<file path="config.mk">
export PLATFORM = sky130hd
export DESIGN_NAME = unsigned_to_radix_ascii
export DESIGN_NICKNAME = d
export VERILOG_FILES = /design/src/hw/rtl/u2ra_pkg.sv /design/src/hw/rtl/u2ra_divider.sv /design/src/hw/rtl/u2ra_digit_stack.sv /design/src/hw/rtl/unsigned_to_radix_ascii.sv
export SDC_FILE = /design/constraint.sdc
export NUM_CORES = 1
export LEC_CHECK = 0
export BUFFER_PORTS_ARGS = -buffer_cell sky130_fd_sc_hd__buf_4
export CAP_MARGIN = 20
export CORE_MARGIN = 1.5
export CORE_UTILIZATION = 55
export DETAILED_ROUTE_END_ITERATION = 10
export PLACE_DENSITY = 0.72
export REMOVE_ABC_BUFFERS = 1
export SLEW_MARGIN = 20
export SYNTH_ARGS = -nofsm -noshare
export SYNTH_HDL_FRONTEND = slang
export SYNTH_SLANG_ARGS = --single-unit
</file>
<file path="constraint.sdc">
create_clock -name clk_i -period 8.1 [get_ports clk_i]
set_clock_uncertainty 0.1 [all_clocks]
set_input_delay 1.215 -clock clk_i [delete_from_list [all_inputs] [get_ports clk_i]]
set_output_delay 1.215 -clock clk_i [all_outputs]
set_load 0.01 [all_outputs]
</file>
<file path="src/hw/rtl/u2ra_pkg.sv">
// ----------------------------------------------------------------------------
// u2ra_pkg
// shared types, widths and constants for the radix ascii converter
// ----------------------------------------------------------------------------
package u2ra_pkg;

  localparam int unsigned VALUE_BITS_DEF = 64;
  localparam int unsigned VALUE_W        = 64;
  localparam int unsigned RADIX_W        = 6;
  localparam int unsigned DIGIT_W        = 6;
  localparam int unsigned CHAR_W         = 7;
  localparam int unsigned IN_TDATA_W     = 72;
  localparam int unsigned OUT_TDATA_W    = 8;

  localparam logic [RADIX_W-1:0] RADIX_MIN     = RADIX_W'(2);
  localparam logic [RADIX_W-1:0] RADIX_MAX     = RADIX_W'(36);
  localparam logic [DIGIT_W-1:0] DIGIT_LIMIT   = DIGIT_W'(10);
  localparam logic [CHAR_W-1:0]  CHAR_ZERO     = CHAR_W'(48);
  localparam logic [CHAR_W-1:0]  CHAR_LETTER_A = CHAR_W'(65);

  typedef enum logic [1:0] {
    ST_IDLE,
    ST_DIVIDE,
    ST_READ,
    ST_SEND
  } u2ra_state_e;

  // load: take a fresh dividend and divisor and start
  // next: divide the current quotient again
  typedef struct packed {
    logic load;
    logic next;
  } div_ctrl_t;

  function automatic logic [CHAR_W-1:0] digit_to_char(input logic [DIGIT_W-1:0] d);
    logic [CHAR_W-1:0] dw;
    dw = CHAR_W'(d);
    if (d < DIGIT_LIMIT) begin
      return dw + CHAR_ZERO;
    end
    return dw - CHAR_W'(DIGIT_LIMIT) + CHAR_LETTER_A;
  endfunction

endpackage

</file>
<file path="src/hw/rtl/u2ra_divider.sv">
// ----------------------------------------------------------------------------
// u2ra_divider
// bit-serial restoring divider, one quotient bit per cycle
// ----------------------------------------------------------------------------
module u2ra_divider
  import u2ra_pkg::*;
#(
  parameter int unsigned VALUE_BITS = VALUE_BITS_DEF
) (
  input  logic                  clk_i,
  input  logic                  rst_ni,
  input  div_ctrl_t             ctrl_i,
  input  logic [VALUE_BITS-1:0] dividend_i,
  input  logic [RADIX_W-1:0]    divisor_i,
  output logic                  done_o,
  output logic [VALUE_BITS-1:0] quotient_o,
  output logic [DIGIT_W-1:0]    remainder_o
);

  localparam int unsigned SW = (VALUE_BITS > 1) ? $clog2(VALUE_BITS) : 1;

  logic                  busy_q, busy_d;
  logic                  done_q, done_d;
  logic [SW-1:0]         step_q, step_d;
  logic [VALUE_BITS-1:0] dvd_q, dvd_d;
  logic [DIGIT_W-1:0]    rem_q, rem_d;
  logic [RADIX_W-1:0]    dsr_q, dsr_d;
  logic [DIGIT_W:0]      trial;
  logic                  fits;

  assign trial = {rem_q, dvd_q[VALUE_BITS-1]};
  assign fits  = trial >= {1'b0, dsr_q};

  always_comb begin
    busy_d = busy_q;
    done_d = 1'b0;
    step_d = step_q;
    dvd_d  = dvd_q;
    rem_d  = rem_q;
    dsr_d  = dsr_q;
    if (ctrl_i.load || ctrl_i.next) begin
      busy_d = 1'b1;
      step_d = SW'(VALUE_BITS - 1);
      rem_d  = '0;
      if (ctrl_i.load) begin
        dvd_d = dividend_i;
        dsr_d = divisor_i;
      end
    end else if (busy_q) begin
      dvd_d = {dvd_q[VALUE_BITS-2:0], fits};
      rem_d = fits ? DIGIT_W'(trial - {1'b0, dsr_q}) : DIGIT_W'(trial);
      step_d = step_q - SW'(1);
      if (step_q == '0) begin
        busy_d = 1'b0;
        done_d = 1'b1;
      end
    end
  end

  always_ff @(posedge clk_i or negedge rst_ni) begin
    if (!rst_ni) begin
      busy_q <= 1'b0;
      done_q <= 1'b0;
      step_q <= '0;
    end else begin
      busy_q <= busy_d;
      done_q <= done_d;
      step_q <= step_d;
    end
  end

  always_ff @(posedge clk_i) begin
    dvd_q <= dvd_d;
    rem_q <= rem_d;
    dsr_q <= dsr_d;
  end

  assign done_o      = done_q;
  assign quotient_o  = dvd_q;
  assign remainder_o = rem_q;

endmodule

</file>
<file path="src/hw/rtl/u2ra_digit_stack.sv">
// ----------------------------------------------------------------------------
// u2ra_digit_stack
// digit memory, written least significant digit first, read back in reverse
// ----------------------------------------------------------------------------
module u2ra_digit_stack
  import u2ra_pkg::*;
#(
  parameter int unsigned VALUE_BITS = VALUE_BITS_DEF
) (
  input  logic                          clk_i,
  input  logic                          wr_en_i,
  input  logic [$clog2(VALUE_BITS)-1:0] wr_addr_i,
  input  logic [DIGIT_W-1:0]            wr_data_i,
  input  logic                          rd_en_i,
  input  logic [$clog2(VALUE_BITS)-1:0] rd_addr_i,
  output logic [DIGIT_W-1:0]            rd_data_o
);

  logic [DIGIT_W-1:0] mem_q [VALUE_BITS];
  logic [DIGIT_W-1:0] rd_data_q;

  always_ff @(posedge clk_i) begin
    if (wr_en_i) begin
      mem_q[wr_addr_i] <= wr_data_i;
    end
  end

  always_ff @(posedge clk_i) begin
    if (rd_en_i) begin
      rd_data_q <= mem_q[rd_addr_i];
    end
  end

  assign rd_data_o = rd_data_q;

endmodule

</file>
<file path="src/hw/rtl/unsigned_to_radix_ascii.sv">
// ----------------------------------------------------------------------------
// unsigned_to_radix_ascii
// converts an unsigned value to ascii digits in base 2 to 36, most
// significant digit first, one output transaction per digit
// ----------------------------------------------------------------------------
// Takes one value and base per input transaction and returns its digits as
// ascii '0'-'9' then 'A'-'Z', tlast on the final digit. Only the low
// VALUE_BITS bits of the value are used; zero gives the single digit '0'.
// A base outside 2..36 gives one transaction with tuser set, tlast set and
// data zero. Digits come from a bit-serial divider and are read back from
// the digit memory in reverse order; the input is not ready until the last
// digit of an item has been sent.
module unsigned_to_radix_ascii
  import u2ra_pkg::*;
#(
  parameter int unsigned VALUE_BITS = VALUE_BITS_DEF
) (
  input  logic                   clk_i,
  input  logic                   rst_ni,
  input  logic                   s_axis_tvalid_i,
  output logic                   s_axis_tready_o,
  // [63:0] number_value, [69:64] radix, [71:70] zero
  input  logic [IN_TDATA_W-1:0]  s_axis_tdata_i,
  output logic                   m_axis_tvalid_o,
  input  logic                   m_axis_tready_i,
  // [6:0] digit_char, [7] zero
  output logic [OUT_TDATA_W-1:0] m_axis_tdata_o,
  output logic                   m_axis_tlast_o,
  // [0] bad_radix
  output logic                   m_axis_tuser_o
);

  localparam int unsigned AW = $clog2(VALUE_BITS);
  localparam int unsigned CW = $clog2(VALUE_BITS + 1);

  u2ra_state_e           state_q, state_d;
  logic [CW-1:0]         cnt_q, cnt_d;
  logic                  bad_q, bad_d;
  logic                  last_q, last_d;
  div_ctrl_t             div_ctrl;
  logic                  div_done;
  logic [VALUE_BITS-1:0] quotient;
  logic [DIGIT_W-1:0]    remainder;
  logic                  wr_en;
  logic                  rd_en;
  logic [DIGIT_W-1:0]    rd_digit;
  logic [RADIX_W-1:0]    in_radix;
  logic [CW-1:0]         cnt_dec;
  logic                  in_fire;
  logic                  out_fire;

  assign in_radix = s_axis_tdata_i[VALUE_W +: RADIX_W];
  assign cnt_dec  = cnt_q - CW'(1);
  assign in_fire  = s_axis_tvalid_i && s_axis_tready_o;
  assign out_fire = m_axis_tvalid_o && m_axis_tready_i;

  u2ra_divider #(
    .VALUE_BITS(VALUE_BITS)
  ) u_divider (
    .clk_i      (clk_i),
    .rst_ni     (rst_ni),
    .ctrl_i     (div_ctrl),
    .dividend_i (s_axis_tdata_i[VALUE_BITS-1:0]),
    .divisor_i  (in_radix),
    .done_o     (div_done),
    .quotient_o (quotient),
    .remainder_o(remainder)
  );

  u2ra_digit_stack #(
    .VALUE_BITS(VALUE_BITS)
  ) u_digit_stack (
    .clk_i    (clk_i),
    .wr_en_i  (wr_en),
    .wr_addr_i(cnt_q[AW-1:0]),
    .wr_data_i(remainder),
    .rd_en_i  (rd_en),
    .rd_addr_i(cnt_dec[AW-1:0]),
    .rd_data_o(rd_digit)
  );

  always_comb begin
    state_d       = state_q;
    cnt_d         = cnt_q;
    bad_d         = bad_q;
    last_d        = last_q;
    div_ctrl.load = 1'b0;
    div_ctrl.next = 1'b0;
    wr_en         = 1'b0;
    rd_en         = 1'b0;
    case (state_q)
      ST_IDLE: begin
        if (s_axis_tvalid_i) begin
          if (in_radix < RADIX_MIN || in_radix > RADIX_MAX) begin
            bad_d   = 1'b1;
            last_d  = 1'b1;
            state_d = ST_SEND;
          end else begin
            bad_d         = 1'b0;
            cnt_d         = '0;
            div_ctrl.load = 1'b1;
            state_d       = ST_DIVIDE;
          end
        end
      end
      ST_DIVIDE: begin
        if (div_done) begin
          wr_en = 1'b1;
          cnt_d = cnt_q + CW'(1);
          if (quotient == '0) begin
            state_d = ST_READ;
          end else begin
            div_ctrl.next = 1'b1;
          end
        end
      end
      ST_READ: begin
        rd_en   = 1'b1;
        last_d  = (cnt_q == CW'(1));
        state_d = ST_SEND;
      end
      ST_SEND: begin
        if (m_axis_tready_i) begin
          if (last_q) begin
            state_d = ST_IDLE;
          end else begin
            cnt_d   = cnt_dec;
            state_d = ST_READ;
          end
        end
      end
      default: begin
        state_d = ST_IDLE;
      end
    endcase
  end

  always_ff @(posedge clk_i or negedge rst_ni) begin
    if (!rst_ni) begin
      state_q <= ST_IDLE;
      cnt_q   <= '0;
      bad_q   <= 1'b0;
      last_q  <= 1'b0;
    end else begin
      state_q <= state_d;
      cnt_q   <= cnt_d;
      bad_q   <= bad_d;
      last_q  <= last_d;
    end
  end

  assign s_axis_tready_o = (state_q == ST_IDLE);
  assign m_axis_tvalid_o = (state_q == ST_SEND);
  assign m_axis_tdata_o  = bad_q ? '0 : OUT_TDATA_W'(digit_to_char(rd_digit));
  assign m_axis_tlast_o  = last_q;
  assign m_axis_tuser_o  = bad_q;

  // an error transaction always closes its run
  a_bad_is_last: assert property (@(posedge clk_i) disable iff (!rst_ni)
    m_axis_tvalid_o && m_axis_tuser_o |-> m_axis_tlast_o)
    else $error("error transaction without tlast");

  // a bad base is reported in the very next cycle
  a_bad_radix_response: assert property (@(posedge clk_i) disable iff (!rst_ni)
    in_fire && (in_radix < RADIX_MIN || in_radix > RADIX_MAX)
    |=> m_axis_tvalid_o && m_axis_tuser_o)
    else $error("bad radix not reported");

  // digit characters stay inside '0'..'9' and 'A'..'Z'
  a_char_range: assert property (@(posedge clk_i) disable iff (!rst_ni)
    m_axis_tvalid_o && !m_axis_tuser_o
    |-> (m_axis_tdata_o >= OUT_TDATA_W'(48) && m_axis_tdata_o <= OUT_TDATA_W'(57)) ||
        (m_axis_tdata_o >= OUT_TDATA_W'(65) && m_axis_tdata_o <= OUT_TDATA_W'(90)))
    else $error("digit character out of range");

  // the digit count never runs past the value width
  a_cnt_bound: assert property (@(posedge clk_i) disable iff (!rst_ni)
    out_fire && !m_axis_tlast_o |=> cnt_q != '0 && cnt_q <= CW'(VALUE_BITS))
    else $error("digit count out of bounds");

endmodule

</file>
==> out/metrics.yaml, run 1 <==
tritoncts: "yes"
syn_area_um2: 20200
worst-path-max-fanout: 63
fill_cells: 2522
synth_top_area_cell: "edfxtp_1"
cp-end-kind: "flop"
yosys_warnings: 0
cts.sinks: 485
synth.area.top_cells: "edfxtp_1, mux4_2, mux2_2, dfrtp_1, nand2_1"
slew_violations: 0
viasPerCell: 6.10
hold_depth: 2
worst_pin_slew_ns: 1.03
min_from: "u_divider.step_q[5]"
max_slew_margin_pct: 31.3
synth_edf_count: 460
placed_cell_area_um2: 21300
postSynthCellCount: 1184
drtIter0Drc: 1042
dp.cells: 1680
fin_crit_sh_pct: 50.0
post-route-drc-count: 0
max_freq_mhz: 247
synth_top_cell_area_share_pct: 68.5
pre_cts_slack_ns: 3.68
clock-root-buffer: "clkbuf_16"
diodes: 0
overflow: 0
clk_pin_slew_ns: 0.06
final_cells: 1768
wirelength_um: 42300
drive_gt1_share_pct: 26.8
worst-endpoint-required_ns: 8.27
cts_buffers: 48
grtUsageMet2_pct: 37.3
grt_antenna_before_repair: 0
setup_viol: 0
grtUsageMet1_pct: 31.4
die_y_um: 195
rsz0062_at_grt: "false"
r2r-start: "cnt_q[0]"
syn2layout_area_growth_pct: 13.0
powerDensity_nw_per_um2: 358
dr.pass1.iters: 6
grt_pass1_vias: 11100
start_kind: "flop"
avgSynthCellArea_um2: 17.0
final_area_um2: 22800
yosysMostFrequentCell: "edfxtp_1"
vdd.ir_drop.worst_v: 0.000194
hold_end: "u_divider.step_q[5]"
r2r_cells: 9
grt_pass1_wl_um: 65200
start_util_pct: 56.3
rows: 69
cts.repair.resized: 0
min_path_type: "reg2reg"
io_pins: 88
via_count: 10800
track_usage_pct: 23.0
wl_per_cell_um: 23.9
setup_tns_ns: 0
die_w_um: 195
p_leak_nw: 7.57
clkLatencyLatePin_ns: 0.56
synthTopCellsByCount: "edfxtp_1, nand2_1, nor2_1"
arrival_ns: 4.22
synth_cell_type_count: 56
die-area_um2: 37800
status: "finished clean"
core_um2: 35800
setup_ws_ns: 4.05
ctsHtreeMaxLevel: 2
port_buffers: 84
fin_worst_hold_slack_ns: 0.422
ys_ff_latch: 485
ant_nets: 0
dp.final_hpwl_um: 25400
grt_busiest_layer: "met2"
synth_ff_type: "edfxtp_1"
ctsHoldBuffers: 0
nNetsFinal: 1360
max_cap_viol_count: 0
rr_endpoint: "u_digit_stack.rd_data_o[2]"
yosysSeqAreaShare_pct: 71.4
grt_max_degree: 80
gp_congestion: 0.845
post_cts.repair.setup_buffers: 0
reg2reg_setup_slack_ns: 4.05
critPathKind: "reg2reg"
hold_viol: 0
cts_buffer_depth: 3
synth-async-reset-ratio_pct: 3.92
met3_usage_pct: 4.79
finalCriticalPeriod_ns: 4.05
[flip-flops by register name, indices dropped and copies added (netlist names), 2 cells and up]
register,cells
state_q,2
u_divider.dsr_q,6
u_divider.remainder_o,6
u_digit_stack.rd_data_o,6
u_divider.step_q,6
cnt_q,7
u_divider.quotient_o,64
u_digit_stack.mem_q,384
[cells in the final DEF (no fill, tap or decap), types with 7 or more instances in the layout]
master	n
dfrtp_1	18
xnor2_1	9
nor4_1	17
nand2_1	112
mux4_2	96
edfxtp_1	460
nand2b_1	12
o21ai_0	20
buf_4	98
ha_1	12
a21oi_1	9
nand4_1	18
a211oi_1	7
nor2_1	100
clkinv_1	14
mux2_2	68
nand3_1	49
inv_1	26
mux2i_1	10
clkinv_2	10
clkbuf_16	49
[metal layers]
| metal | part of all wire, % | vias to the layer above |
|---|---|---|
| li1 | - | 4808 |
| met5 | 0 | - |
| met4 | 2.6 | 0 |
| met3 | 7.8 | 65 |
| met2 | 49 | 437 |
| met1 | 41 | 5476 |
[cell families after synthesis]
logic type | count (synthesis) | synth area share (%)
multiplexers | 175 | 15.1
buffers and inverters | 89 | 1.95
other | 1 | 0.0186
XOR/XNOR | 17 | 0.738
AND/OR/NAND/NOR | 331 | 7.39
AO/OA/AOI/OAI | 72 | 2.49
adder cells (fa/ha/maj) | 14 | 0.906
flip-flops | 485 | 71.4
[worst max path at each step]
| stage | start | to | slack, ns | cells after the start |
|---|---|---|---|---|
| after global routing | cnt_q[0] | u_digit_stack.rd_data_o[1] | 3.83 | 9 |
| final | cnt_q[0] | u_digit_stack.rd_data_o[2] | 4.05 | 9 |
| after detailed placement | cnt_q[0] | u_digit_stack.rd_data_o[3] | 3.68 | 8 |
| after global placement | s_axis_tdata_i[65] | u_divider.quotient_o[16] | 3.71 | 9 |
| after CTS | cnt_q[0] | u_digit_stack.rd_data_o[0] | 3.68 | 8 |
| after floorplan | cnt_q[0] | u_digit_stack.rd_data_o[0] | 0.45 | 7 |
[cell type report]
type | count | area (um^2) | share of cell area (%)
Tap cell | 461 | 577 | 2.53
Inverter | 26 | 97.6 | 0.428
Clock buffer | 54 | 1240 | 5.46
Timing Repair Buffer | 99 | 763 | 3.35
Sequential cell | 485 | 14400 | 63.2
Clock inverter | 33 | 264 | 1.16
Multi-Input combinational cell | 610 | 5440 | 23.8
[critical path, cell delays in order, from the launching register on]
cell     delay, ns
dfrtp_4       0.66
buf_16        0.32
inv_1         0.14
ha_4          0.65
buf_4         0.82
mux4_2        0.43
nand2_1       0.09
nand3_1       0.18
nand4_1       0.24
o21ai_0       0.09
[metrics by stage]
| step | power (mW) | utilization, % |
|---|---|---|
| 6_report | 8.17 | 63.6 |
| 5_1_grt | 8.54 | 63.6 |
| 4_1_cts | 8.21 | 63.5 |
| 3_5_place_dp | 6.08 | 59.3 |
| 3_3_place_gp | 6.00 | 59.3 |
| 2_1_floorplan | 5.44 | - |
[where the power goes]
| part | switching (mW) | internal, mW |
|---|---|---|
| Sequential | 0.182 | 3.37 |
| Clock | 0.916 | 1.23 |
| Combinational | 1.41 | 1.05 |
Power figures use the tool's default switching activity.
==> run 2: changes to the inputs <==
--- a/config.mk
+++ b/config.mk
@@ -5,6 +5,7 @@
 export SDC_FILE = /design/constraint.sdc
 export NUM_CORES = 1
 export LEC_CHECK = 0
+export ABC_AREA = 1
 export BUFFER_PORTS_ARGS = -buffer_cell sky130_fd_sc_hd__buf_4
 export CAP_MARGIN = 20
 export CORE_MARGIN = 1.5
==> constraint.sdc (replaced) <==
create_clock -name clk_i -period 3.75 [get_ports clk_i]
set_clock_uncertainty 0.1 [all_clocks]
set_input_delay 0.5625 -clock clk_i [delete_from_list [all_inputs] [get_ports clk_i]]
set_output_delay 0.5625 -clock clk_i [all_outputs]
set_load 0.01 [all_outputs]
==> out/metrics.yaml, run 2 <==
synth_top_family_by_area: "simple AND/OR/NAND/NOR gates"
dp.final_hpwl_um: 28700  # +13%
nNetsFinal: 2266  # +67%
grt_pass1_wl_um: 76300  # +17%
powerDensity_nw_per_um2: 854  # +140%
port_buffers: 84  # unchanged
avgSynthCellArea_um2: 10.2  # -40%
synth-async-reset-ratio_pct: 3.92  # unchanged
cp-endpoint: "u_digit_stack.rd_data_o[0]"
cts_buffer_depth: 3  # unchanged
cpLargestDelayFamily: "buffers and inverters"
seq_area_um2: 14400  # unchanged
synth.area.top_cells: "edfxtp_1, nand2_1, nand3_1, nor2_1, dfrtp_1"
drtIter0Drc: 1493  # +43%
synthMuxAreaShare_pct: 0  # -15 points
ant_nets: 0  # unchanged
cts.sinks: 485  # unchanged
layout_common_cells: "nand2_1, edfxtp_1, nor2_1"
r2r-start: "cnt_q[0]"
overflow: 0  # unchanged
ctsHtreeMaxLevel: 2  # unchanged
clkLatencyLatePin_ns: 0.59  # +0.03 ns
p_leak_nw: 9.55  # +26%
vdd.ir_drop.worst_v: 0.000867  # +350%
post-route-drc-count: 0  # unchanged
hold_depth: 1  # -1
die_y_um: 201  # +3.3%
synth_ff_type: "edfxtp_1"
path_cells: "inv_4, ha_1, inv_4, buf_12, nor2_1, o21ai_0, nand3_1, nand3_1, nand3_1, nand3_1, nand2_1"
slew_violations: 0  # unchanged
gp_congestion: 0.840  # -0.59%
synthXorXnorAreaFrac_pct: 0.604  # -0.13 points
synth_cell_type_count: 43  # -23%
rr_endpoint: "u_digit_stack.rd_data_o[0]"
ctsHoldBuffers: 1  # +1
final_common_cell: "nand2_1"
worst-path-max-fanout: 55  # -13%
synth_edf_count: 460  # unchanged
grt_antenna_before_repair: 0  # unchanged
crit_top_cell: "nand3_1"
wl_per_cell_um: 17.7  # -26%
pre_cts_slack_ns: 0.583  # -3.09 ns
start_kind: "flop"
rsz0062_at_grt: "false"
max_stage_delay_ns: 0.50  # -0.32 ns
synth_fa_ha_area_share_pct: 0.848  # -0.057 points
die_w_um: 201  # +3.3%
status: "finished clean"
via_count: 14900  # +38%
synthSimpleGateAreaFrac_pct: 23.6  # +16 points
min_path_type: "in2reg"
diodes: 0  # unchanged
yosysMostFrequentCell: "nand2_1"
yosys_warnings: 0  # unchanged
multi_input_area_um2: 6100  # +12%
viasPerCell: 5.45  # -11%
cts_buffers: 49  # +2.1%
hold_viol: 0  # unchanged
crit_start: "cnt_q[0]"
worst-endpoint-required_ns: 3.98  # -4.29 ns
max_slew_margin_pct: 32.3  # +1.1 points
tritoncts: "yes"
grt_pass1_vias: 14300  # +29%
worst_pin_slew_ns: 1.01  # -0.0238 ns
clk_pin_slew_ns: 0.06  # about the same
dr.pass1.iters: 5  # -1
core_um2: 38600  # +7.9%
yosysSeqAreaShare_pct: 66.9  # -4.5 points
io_pins: 88  # unchanged
max_cap_viol_count: 0  # unchanged
syn2layout_area_growth_pct: 11.9
setup_viol: 0  # unchanged
synth_compound_gate_area_share_pct: 3.05  # +0.56 points
post_cts.repair.setup_buffers: 0  # unchanged
setup_ws_ns: 0.581  # -3.47 ns
clock-root-buffer: "clkbuf_16"
cp-end-kind: "flop"
die-area_um2: 40400  # +6.7%
ys_ff_latch: 485  # unchanged
wirelength_um: 48400  # +14%
critPathKind: "reg2reg"
max_freq_mhz: 316  # +28%
fill_cells: 3002  # +19%
cts.repair.resized: 0  # unchanged
cp.depth: 11  # +2
arrival_ns: 3.40  # -0.82 ns
synth_top_area_cell: "edfxtp_1"
largest_reg_flops: 384  # unchanged
syn_area_um2: 21500  # +6.8%
postSynthCellCount: 2115  # +79%
drive_gt1_share_pct: 9.64  # -17 points
critPathBufInv: 3  # unchanged
rows: 72  # +4.3%
grt_max_degree: 200  # +150%
setup_tns_ns: 0  # unchanged
start_util_pct: 55.7  # -0.57 points
fin_crit_sh_pct: 84.5  # +34 points
synth_top_cell_area_share_pct: 64.1  # -4.3 points
finalCriticalPeriod_ns: 3.17  # -0.883 ns
reg2reg_setup_slack_ns: 0.58  # -3.47 ns
top_register: "u_digit_stack.mem_q"
crit_slowest_cell: "dfrtp_4"
track_usage_pct: 24.1  # +1.1 points
r2r_cells: 11  # +2
synthTopCellsByCount: "nand2_1, edfxtp_1, nor2_1"
-- run 2: worst min-delay path by stage --
stage / start / to / slack (ns)
after floorplan: rst_ni / cnt_q[0] / 0.17
after global placement: rst_ni / u_divider.step_q[3] / 0.35
after detailed placement: rst_ni / u_divider.step_q[3] / 0.36
after CTS: s_axis_tdata_i[67] / u_divider.dsr_q[3] / 0.04
after global routing: s_axis_tdata_i[67] / u_divider.dsr_q[3] / 0.04
final: s_axis_tdata_i[64] / u_divider.dsr_q[0] / 0.07
-- run 2: metal layers --
metal	global-route usage, %	part of all wire, %	vias up
met5	0	0	-
met1	32.9	41	6969
li1	-	-	7184
met3	3.77	7.3	102
met2	39.9	49	620
met4	7.76	2.6	0
-- run 2: kinds of logic after synthesis --
group | Yosys count
AOI/OAI and AO/OA | 124
DFF | 485
xor gates and xnor gates | 11
adders and majority gates | 14
other | 1
buffers and inverters | 234
and+or+nand+nor | 1246
-- run 2: final cells by class --
cell class / instances / share of cell area (%)
repair buffers: 111 / 3.83
inverters: 133 / 2.09
multi-input cells: 1396 / 25.3
flip-flops and latches: 485 / 59.8
clock buffers: 66 / 5.61
clock inverters: 19 / 0.628
well taps: 518 / 2.69
-- run 2: power by group --
group          total, mW  switching, mW  internal (mW)
registers           7.70          0.373           7.33
logic               8.26           5.85           2.41
clock network       4.61           1.96           2.66
total               20.6           8.18           12.4
-- run 2: worst register-to-register path, delay by kind of cell, from the launching register on --
family          cells  cell delay, ns
simple gates        6            0.75
buf+inv             3            1.14
fa+ha+maj           1            0.36
flops               1            0.50
compound gates      1            0.07
-- run 2: stage by stage --
stage / std cells / utilization [%] / cell area (um^2) / power [mW] / hold WS (ns)
2_1_floorplan: 2014 / - / 21000 / 13.1 / 0.167
3_3_place_gp: 2642 / 58.4 / 22600 / 15.7 / 0.352
3_5_place_dp: 2642 / 58.4 / 22600 / 16.0 / 0.363
4_1_cts: 2728 / 62.4 / 24100 / 20.6 / 0.0425
5_1_grt: 2728 / 62.4 / 24100 / 21.8 / 0.0444
6_report: 2728 / 62.4 / 24100 / 20.6 / 0.0727
==> run 3: changes to the inputs <==
--- a/config.mk
+++ b/config.mk
@@ -11,7 +11,7 @@
 export CORE_MARGIN = 1.5
 export CORE_UTILIZATION = 55
 export DETAILED_ROUTE_END_ITERATION = 10
-export PLACE_DENSITY = 0.72
+export PLACE_DENSITY = 0.75
 export REMOVE_ABC_BUFFERS = 1
 export SLEW_MARGIN = 20
 export SYNTH_ARGS = -nofsm -noshare
==> constraint.sdc (replaced) <==
create_clock -name clk_i -period 2.9 [get_ports clk_i]
set_clock_uncertainty 0.1 [all_clocks]
set_input_delay 0.435 -clock clk_i [delete_from_list [all_inputs] [get_ports clk_i]]
set_output_delay 0.435 -clock clk_i [all_outputs]
set_load 0.01 [all_outputs]
==> out/metrics.yaml, run 3 (synthesis gave the netlist of run 2 again) <==
status: "finished clean"
cts.repair.resized: 0  # unchanged
setup_ws_ns: 0.239  # -0.342 ns
top_register: "u_digit_stack.mem_q"
r2r_cells: 10  # -1
rows: 72  # unchanged
cts.sinks: 485  # unchanged
ctsHtreeMaxLevel: 2  # unchanged
slew_violations: 0  # unchanged
syn2layout_area_growth_pct: 13.1
critPathKind: "reg2reg"
power.total_mw: 26.9  # +31%
wirelength_um: 48700  # +0.77%
fin_crit_sh_pct: 91.8  # +7.3 points
start_kind: "flop"
cpLargestDelayFamily: "buffers and inverters"
io_pins: 88  # unchanged
clkLatencyLatePin_ns: 0.57  # -0.02 ns
powerDensity_nw_per_um2: 1100  # +29%
track_usage_pct: 24.0  # -0.11 points
finalCriticalPeriod_ns: 2.66  # -0.508 ns
crit_start: "cnt_q[0]"
setup_tns_ns: 0  # unchanged
p_leak_nw: 9.70  # +1.6%
ant_nets: 0  # unchanged
cp.depth: 10  # -1
nNetsFinal: 2294  # +1.2%
die-area_um2: 40400  # unchanged
vdd.ir_drop.worst_v: 0.000726  # -16%
drtIter0Drc: 1545  # +3.5%
max_cap_viol_count: 0  # unchanged
max_freq_mhz: 376  # +19%
dr.pass1.iters: 6  # +1
cp-end-kind: "flop"
critPathBufInv: 2  # -1
fill_cells: 2946  # -1.9%
hold_depth: 3  # +2
grt_max_degree: 100  # -50%
cp-endpoint: "u_digit_stack.rd_data_o[2]"
cts_buffers: 49  # unchanged
rsz0062_at_grt: "false"
via_count: 15200  # +2.2%
port_buffers: 84  # unchanged
layout_common_cells: "nand2_1, edfxtp_1, nor2_1"
crit_slowest_cell: "buf_4"
dp.final_hpwl_um: 29400  # +2.4%
grt_antenna_before_repair: 1  # +1
diodes: 0  # unchanged
max_stage_delay_ns: 0.59  # +0.09 ns
min_path_type: "in2reg"
post-route-drc-count: 0  # unchanged
crit_top_cell: "nand3_1"
start_util_pct: 55.7  # unchanged
setup_viol: 0  # unchanged
arrival_ns: 2.99  # -0.41 ns
tritoncts: "yes"
die_w_um: 201  # unchanged
worst_pin_slew_ns: 0.889  # -0.118 ns
clk_pin_slew_ns: 0.06  # about the same
rr_endpoint: "u_digit_stack.rd_data_o[2]"
die_y_um: 201  # unchanged
core_um2: 38600  # unchanged
min_from: "s_axis_tdata_i[50]"
max_slew_margin_pct: 40.6  # +8.3 points
reg2reg_setup_slack_ns: 0.24  # -0.34 ns
largest_reg_flops: 384  # unchanged
cts_buffer_depth: 3  # unchanged
hold_viol: 0  # unchanged
grt_pass1_vias: 14400  # +0.61%
gp_congestion: 0.906  # +7.8%
grt_pass1_wl_um: 76100  # -0.31%
final_common_cell: "nand2_1"
r2r-start: "cnt_q[0]"
drive_gt1_share_pct: 10.5  # +0.84 points
worst-path-max-fanout: 99  # +80%
worst-endpoint-required_ns: 3.23  # -0.75 ns
clock-root-buffer: "clkbuf_16"
pre_cts_slack_ns: 0.319  # -0.264 ns
wl_per_cell_um: 17.7  # -0.40%
final_core_utilization_pct: 63.0  # +0.66 points
path_cells: "buf_12, buf_4, nor2_1, nor2_1, o21ai_0, nand3_1, nand3_1, nand3_1, nand3_1, nand2_1"
overflow: 0  # unchanged
viasPerCell: 5.51  # +1.1%
run 3: how the worst min path moves through the flow:
| stage | to | slack, ns |
|---|---|---|
| floorplan | cnt_q[0] | 0.04 |
| global placement | cnt_q[0] | 0.23 |
| detailed placement | u_divider.step_q[2] | 0.23 |
| CTS | u_divider.quotient_o[50] | 0.02 |
| global route | u_divider.quotient_o[50] | 0.02 |
| finish | u_divider.quotient_o[50] | 0.04 |
run 3: report_power, final:
group	switching, mW	internal, mW
Combinational	7.66	3.24
Sequential	0.442	9.47
Clock	2.53	3.50
Total	10.6	16.2
run 3: what timing repair did:
action	CTS	global route
buffers inserted	0	0
hold buffers	7	0
endpoints found under the hold margin	25	0
run 3: per-layer routing:
metal,wire [um],GRT usage (%)
met1,19500,32.0
met2,23200,39.3
met3,4280,4.35
met4,1770,9.45
met5,0,0
run 3: worst min-delay path: stages:
cell and delay [ns]:
buf_4 0.07, nand2_1 0.04, nand2_1 0.05
run 3: final cells by class:
type / instances / area, um^2 / share of cell area, %
clock buffers: 71 / 1390 / 5.71
well taps: 518 / 648 / 2.66
repair buffers: 139 / 1150 / 4.72
clock inverters: 18 / 141 / 0.581
inverters: 133 / 504 / 2.07
flip-flops and latches: 485 / 14400 / 59.2
multi-input cells: 1396 / 6100 / 25.0
run 3: metrics by stage:
stage,cells,hold slack (ns),area [um^2]
floorplan,2014,0.0394,21000
global placement,2664,0.230,22800
detailed placement,2664,0.231,22800
CTS,2760,0.0199,24400
global route,2760,0.0212,24400
finish,2760,0.0389,24400
